File: config.mk
export PLATFORM = sky130hd
export DESIGN_NAME = gimli_round
export DESIGN_NICKNAME = d
export VERILOG_FILES = /design/src/design/gimli_pkg.sv /design/src/design/gimli_spbox.sv /design/src/design/gimli_round.sv
export SDC_FILE = /design/constraint.sdc
export NUM_CORES = 1
export LEC_CHECK = 0
export ABC_AREA = 1
export BUFFER_PORTS_ARGS = -buffer_cell sky130_fd_sc_hd__buf_2
export CAP_MARGIN = 25
export CORE_AREA = 3 3 300 302
export CTS_CLUSTER_SIZE = 25
export DETAILED_ROUTE_END_ITERATION = 10
export DIE_AREA = 0 0 303 305
export PLACE_DENSITY = 0.46
export SLEW_MARGIN = 10
export SYNTH_ARGS = -nofsm -noshare
export SYNTH_HDL_FRONTEND = slang
export SYNTH_SLANG_ARGS = --single-unit
File: constraint.sdc
create_clock -name aclk -period 21.4 [get_ports aclk]
set_input_delay 1.07 -clock aclk [delete_from_list [all_inputs] [get_ports aclk]]
set_output_delay 1.07 -clock aclk [all_outputs]
set_load 0.02 [all_outputs]
File: src/design/gimli_pkg.sv
// Shared types and constants for the reduced-round Gimli permutation pipeline.
`timescale 1ns / 1ps

package gimli_pkg;

    localparam int unsigned WORD_W     = 32;
    localparam int unsigned NUM_WORDS  = 12;
    localparam int unsigned NUM_COLS   = 4;
    localparam int unsigned MAX_ROUNDS = 24;
    localparam int unsigned ROUNDS_DEF = 7;

    localparam logic [WORD_W-1:0] RC_BASE = 32'h9e37_7900;

    // SP-box rotation amounts
    localparam int unsigned ROT_X = 24;
    localparam int unsigned ROT_Y = 9;

    typedef logic [WORD_W-1:0] word_t;
    typedef word_t [NUM_WORDS-1:0] state_t;

    // One column as seen by an SP-box lane: row 0, row 1, row 2
    typedef struct packed {
        word_t r0;
        word_t r1;
        word_t r2;
    } column_t;

endpackage

File: src/design/gimli_spbox.sv
// Gimli SP-box applied to one column of the state.
`timescale 1ns / 1ps

module gimli_spbox
    import gimli_pkg::*;
(
    input  column_t col_in,
    output column_t col_out
);

    word_t x;
    word_t y;
    word_t z;

    assign x = {col_in.r0[WORD_W-ROT_X-1:0], col_in.r0[WORD_W-1:WORD_W-ROT_X]};
    assign y = {col_in.r1[WORD_W-ROT_Y-1:0], col_in.r1[WORD_W-1:WORD_W-ROT_Y]};
    assign z = col_in.r2;

    assign col_out.r2 = x ^ (z << 1) ^ ((y & z) << 2);
    assign col_out.r1 = y ^ x ^ ((x | z) << 1);
    assign col_out.r0 = z ^ y ^ ((x & y) << 3);

endmodule

File: src/design/gimli_round.sv
// One pipelined Gimli round: four column lanes, then the swap / constant merge.
`timescale 1ns / 1ps

module gimli_round
    import gimli_pkg::*;
#(
    parameter int unsigned RND = MAX_ROUNDS
) (
    input  logic   aclk,
    input  logic   aresetn,
    input  logic   up_valid,
    output logic   up_ready,
    input  state_t up_state,
    output logic   dn_valid,
    input  logic   dn_ready,
    output state_t dn_state
);

    localparam logic [WORD_W-1:0] RC = RC_BASE | WORD_W'(RND);

    logic   valid_reg;
    logic   valid_next;
    state_t state_reg;
    state_t state_next;
    state_t mixed;
    state_t merged;

    // column lanes
    for (genvar c = 0; c < NUM_COLS; c++) begin : g_lane
        column_t lane_in;
        column_t lane_out;

        assign lane_in.r0 = up_state[c];
        assign lane_in.r1 = up_state[NUM_COLS + c];
        assign lane_in.r2 = up_state[2*NUM_COLS + c];

        gimli_spbox u_spbox (
            .col_in  (lane_in),
            .col_out (lane_out)
        );

        assign mixed[c]              = lane_out.r0;
        assign mixed[NUM_COLS + c]   = lane_out.r1;
        assign mixed[2*NUM_COLS + c] = lane_out.r2;
    end

    // merge: row-0 swaps and round constant, fixed per stage
    always_comb begin
        merged = mixed;
        if ((RND % 4) == 0) begin
            merged[0] = mixed[1] ^ RC;
            merged[1] = mixed[0];
            merged[2] = mixed[3];
            merged[3] = mixed[2];
        end else if ((RND % 4) == 2) begin
            merged[0] = mixed[2];
            merged[1] = mixed[3];
            merged[2] = mixed[0];
            merged[3] = mixed[1];
        end
    end

    assign up_ready = !valid_reg || dn_ready;

    always_comb begin
        valid_next = valid_reg;
        state_next = state_reg;
        if (up_ready) begin
            valid_next = up_valid;
            if (up_valid) begin
                state_next = merged;
            end
        end
    end

    always_ff @(posedge aclk) begin
        if (!aresetn) begin
            valid_reg <= 1'b0;
        end else begin
            valid_reg <= valid_next;
        end
    end

    always_ff @(posedge aclk) begin
        state_reg <= state_next;
    end

    assign dn_valid = valid_reg;
    assign dn_state = state_reg;

endmodule

======== After elaboration in Yosys (flattened, before gate mapping) ========
Index checks and enable logic that the tools add are counted.
operators by class
  bitwise gates (word level) .............. 37
  reductions and logical operators ........ 3
operators by type and width
  kind                 number
  32-bit XOR           24
  31-bit OR            4
  30-bit bitwise AND   4
  29-bit bitwise AND   4
  17-bit inverter      1
  2-bit AND reduction  1
  1-bit logical NOT    1
  1-bit logical OR     1
storage, ports and cells
  bits in registers ....................... 385
  output and inout port bits .............. 386
  logic and storage cells ................. 53

======== Longest topological paths before layout ========
  depth in word-level cells ............... 3
  depth in mapped cells ................... 6

======== By module ========
A second synthesis with hierarchy kept.
unflattened totals
  cell total of the unflattened synthesis .. 2232
  area, all modules ....................... 21871.0 um2
by module, submodules not included
  module       times used  cells an instance  area an instance (um2)
  gimli_round  1           408                11646.2
  gimli_spbox  4           456                2556.2

======== Least setup slack after synthesis ========
Ideal clock, no wire load.
  kind .................................... input port to flip-flop
  from .................................... in up_valid
  to ...................................... reg state_reg (netlist bit dn_state[0]) (enable)
  library setup time ...................... 1.260 ns
  arrival ................................. 19.494 ns
  setup slack ............................. 0.646 ns
  stages .................................. 2
  buffers on the path ..................... 0
  cells stage by stage .................... inv_1 a21oi_1
between the ends
  word-level cells in the longest chain between the ends .. 1
ends and longest elaborated chain
  item                           line               RTL
  start, declared                gimli_round.sv:11  input logic up_valid,
  2-bit AND reduction (no line)  n/a
  end signal, assigned           gimli_round.sv:85  state_reg <= state_next;
  end, declared                  gimli_round.sv:23  state_t state_reg;
No other way between the ends.
A chain may end at the register's enable or synchronous reset.

======== Final worst setup path ========
  from .................................... in dn_ready
  to ...................................... reg state_reg (netlist bit dn_state[81]) (enable)
between the ends
  word-level cells in the longest chain between the ends .. 2
ends and longest elaborated chain
  item                           line               RTL
  start, declared                gimli_round.sv:15  input logic dn_ready,
  1-bit logical OR               gimli_round.sv:63  assign up_ready = !valid_reg || dn_ready;
  2-bit AND reduction (no line)  n/a
No other way between the ends.

==> results.md <==
- Status: complete, no violations
- NumNets Final: between 3000 and 4000
- Maximum vdd ir drop: approximately 0.00005 V
- Post-Syn Area: around 0.022 sq mm
- R2r worst-path depth: 5
- Synth Area in XOR/XNOR: 9.012%
- Routability cong.: just under 0.9
- Maximum clock frequency: 0.3097 GHz
- Synth Area in Compound Gates: 0.05747%
- Final hold slack: ~550 ps
- Finished Layout Cells: roughly 4300
- CP Capture Type: register
- Mean Syn Cell Area: 9.851 sq um
- TritonCTS Sinks: 385
- Share of cells above drive strength 1: 27.87%
- Longest Clk Path Bufs: 3
- Overall Global Routing Usage: 15.11%
- DRT antenna net count: 0
- Maximum fanout along the worst path: between 60 and 70
- Core ar.: 0.08797 sq mm
- DP Cell Count: 4153
- Setup TNS Final: 0 ps
- H-tree depth: 2
- Critical Path AT: 3470 ps
- Hold Crit Class: reg2reg
- Commonest non-fill, non-tap cell in the layout: buf_2
- Met1 Wirelength: around 26000 microns
- Root Buffer: clkbuf_16
- Largest net degree at the start of global routing: 146
- Synth Area in Adders: ~14%
- Multiplexer share of the synthesized area: 0%
- Mapped Nets: 2834
- Simple-gate share of the synthesized area: 17.44%
- Via/cell ratio: 3.979
- Synthesis warning total: 0
- Pleak: about 15 nW
- Final setup violation count: 0
- DIE AREA: 0.09242 sq mm
- Max Used Layer: met5
- Nature of the critical path startpoint: input port
- Met2 WL: between 30000 and 40000 microns
- CP most frequent cell: buf_4
- Worst r2r src: dn_valid$_SDFFE_PN0P_
- Setup repair bufs after CTS: 0
- Hold_sp: dn_valid$_SDFFE_PN0P_
- Dpl hpwl: 59960 microns
- Wire per inst: 17.03 microns
- Post-route DRC: 0
- Critical-path top delay cell: buf_4
- Design area: 0.02878 sq mm
- Critical path's largest stage delay: 700 ps
- Pre-antenna DRT Iters: 5
- Netlist cell types: 12
- Final min period: ~3200 ps
- Yosys reg bits: roughly 390
- Die width: 303 microns
- Area after DPL: 0.02716 sq mm
- Max_slew headroom: 38.49%
- Post-CTS Hold Fix Bufs: 0
- Worst skew pair latency: between 500 and 600 ps
- Final WL: 72570 microns
- Initial antenna violation count: 31
- Hold path depth: 2
- Fillers: 9231
- Die height: 305 microns
- First-pass GRT wire length: 103600 microns
- I/O Pins: 774
- Largest family of logic cells by synthesized area: simple AND/OR/NAND/NOR gates
- Initial Util: 24.75%
- Worst clock skew: 19.12 ps
- Post-cts sizing count: 0
- Commonest cells after routing, fill and taps aside: buf_2 (773), nand2_1 (701), inv_1 (390)
- Area Growth Syn to Fin: 32.18%
- Power Density: 77.37 mW/mm^2
- Final period utilization: 15.09%
- CTS tree: built
- Final WS setup: between 15000 and 20000 ps
- Place WS: 17210 ps
- Met3 WL post-DR: 8141 microns
- Hold Path Sink: dn_valid$_SDFFE_PN0P_
- CTS buffer count: 48
- Final hold vios: 0
- Sequential element share of the synthesized area: 53.06%
- Global route total overflow: 0
- Crit-path cells: buf_2 -> inv_1 -> a21oi_4 -> buf_4 -> buf_4 -> buf_4 -> buf_16
- IO Port Bufs: 773
- Worst r2r dst: dn_state[81]$_DFFE_PP_
- Synthesized instance count: ~2200
- Least-Margin Pin Slew: 922.7 ps
- Worst-path clk slew: 60 ps
- Unrepaired setup endpoints after global routing: false
- FP Rows: 109
- Worst EP required: between 20000 and 25000 ps
- Violation count after the first detailed-routing iteration: 746
- Crit Path Category: in2reg
- Vias in the first global route: 16920
- Worst reg2reg setup slack: approximately 18000 ps
- Total vias in the final route: ~17000
- Max Cap Viol: 0
- Slew Viols, Final: 0
-- registers in the layout, indices dropped and copies added, names as in the netlist --
| register | cells |
|---|---|
| dn_state | 384 |
| dn_valid | 1 |
-- final cells by class --
cell class                 count  area (sq um)  area share (%)
antenna                       17         42.54          0.1478
clock inverter                32         287.8           1.000
sequential                   385         11550           40.14
inverter                     398          1494           5.192
timing repair buffer         779          3946           13.71
clock buffer                  58          1260           4.379
multi-input combinational   1427          8736           30.36
tap                         1165          1458           5.066
-- worst max-delay path, delay by kind of cell --
family	cells	cell delay (ps)
buffers and inverters	6	2200
AOI/OAI and AO/OA	1	120
-- metrics by stage --
step	total power [mW]	util (%)
2_1_floorplan	1.256	-
3_3_place_gp	1.427	30.87
3_5_place_dp	1.431	30.87
4_1_cts	2.277	32.63
5_1_grt	2.348	32.69
6_report	2.226	32.71
-- logic make-up after synthesis --
group                    count (synthesis)
AO/OA/AOI/OAI                            2
buffers and inverters                  398
adder cells (fa/ha/maj)                236
XOR/XNOR                               224
AND/OR/NAND/NOR                        965
flip-flops                             385
-- synthesized netlist by cell type --
| cell type | instances | area share (%) |
|---|---|---|
| nand3_1 | 140 | 3.2 |
| inv_1 | 390 | 6.7 |
| nand2_1 | 701 | 12 |
| nor2_1 | 124 | 2.1 |
| edfxtp_1 | 384 | 53 |
| xnor2_1 | 128 | 5.1 |
| ha_1 | 236 | 14 |
| dfxtp_1 | 1 | 0.092 |
| xor2_1 | 96 | 3.9 |
| a21boi_0 | 1 | 0.034 |
| inv_2 | 8 | 0.14 |
| a21oi_1 | 1 | 0.023 |
-- how the worst max path moves through the flow --
| stage | from | endpoint | slack, ps | cells past startpoint |
|---|---|---|---|---|
| floorplan | up_valid | dn_state[0]$_DFFE_PP_ | 650 | 2 |
| global placement | dn_ready | dn_state[84]$_DFFE_PP_ | 17200 | 6 |
| detailed placement | dn_ready | dn_state[84]$_DFFE_PP_ | 17210 | 6 |
| CTS | dn_ready | dn_state[84]$_DFFE_PP_ | 17870 | 6 |
| global route | dn_ready | dn_state[84]$_DFFE_PP_ | 18040 | 7 |
| finish | dn_ready | dn_state[81]$_DFFE_PP_ | 18170 | 7 |
-- per-layer routing --
metal	GRT usage, %	vias to the layer above
met5	0	-
met4	4.620	26
met3	6.881	123
met2	27.14	575
met1	15.56	7473
li1	-	8756
-- power breakdown --
| group | leakage, nW | internal [mW] | switching [mW] |
|---|---|---|---|
| Combinational | 10.1 | 0.163 | 0.292 |
| Clock | 0.759 | 0.479 | 0.344 |
| Sequential | 3.74 | 0.929 | 0.0193 |
(Power assumes the default switching activity.)
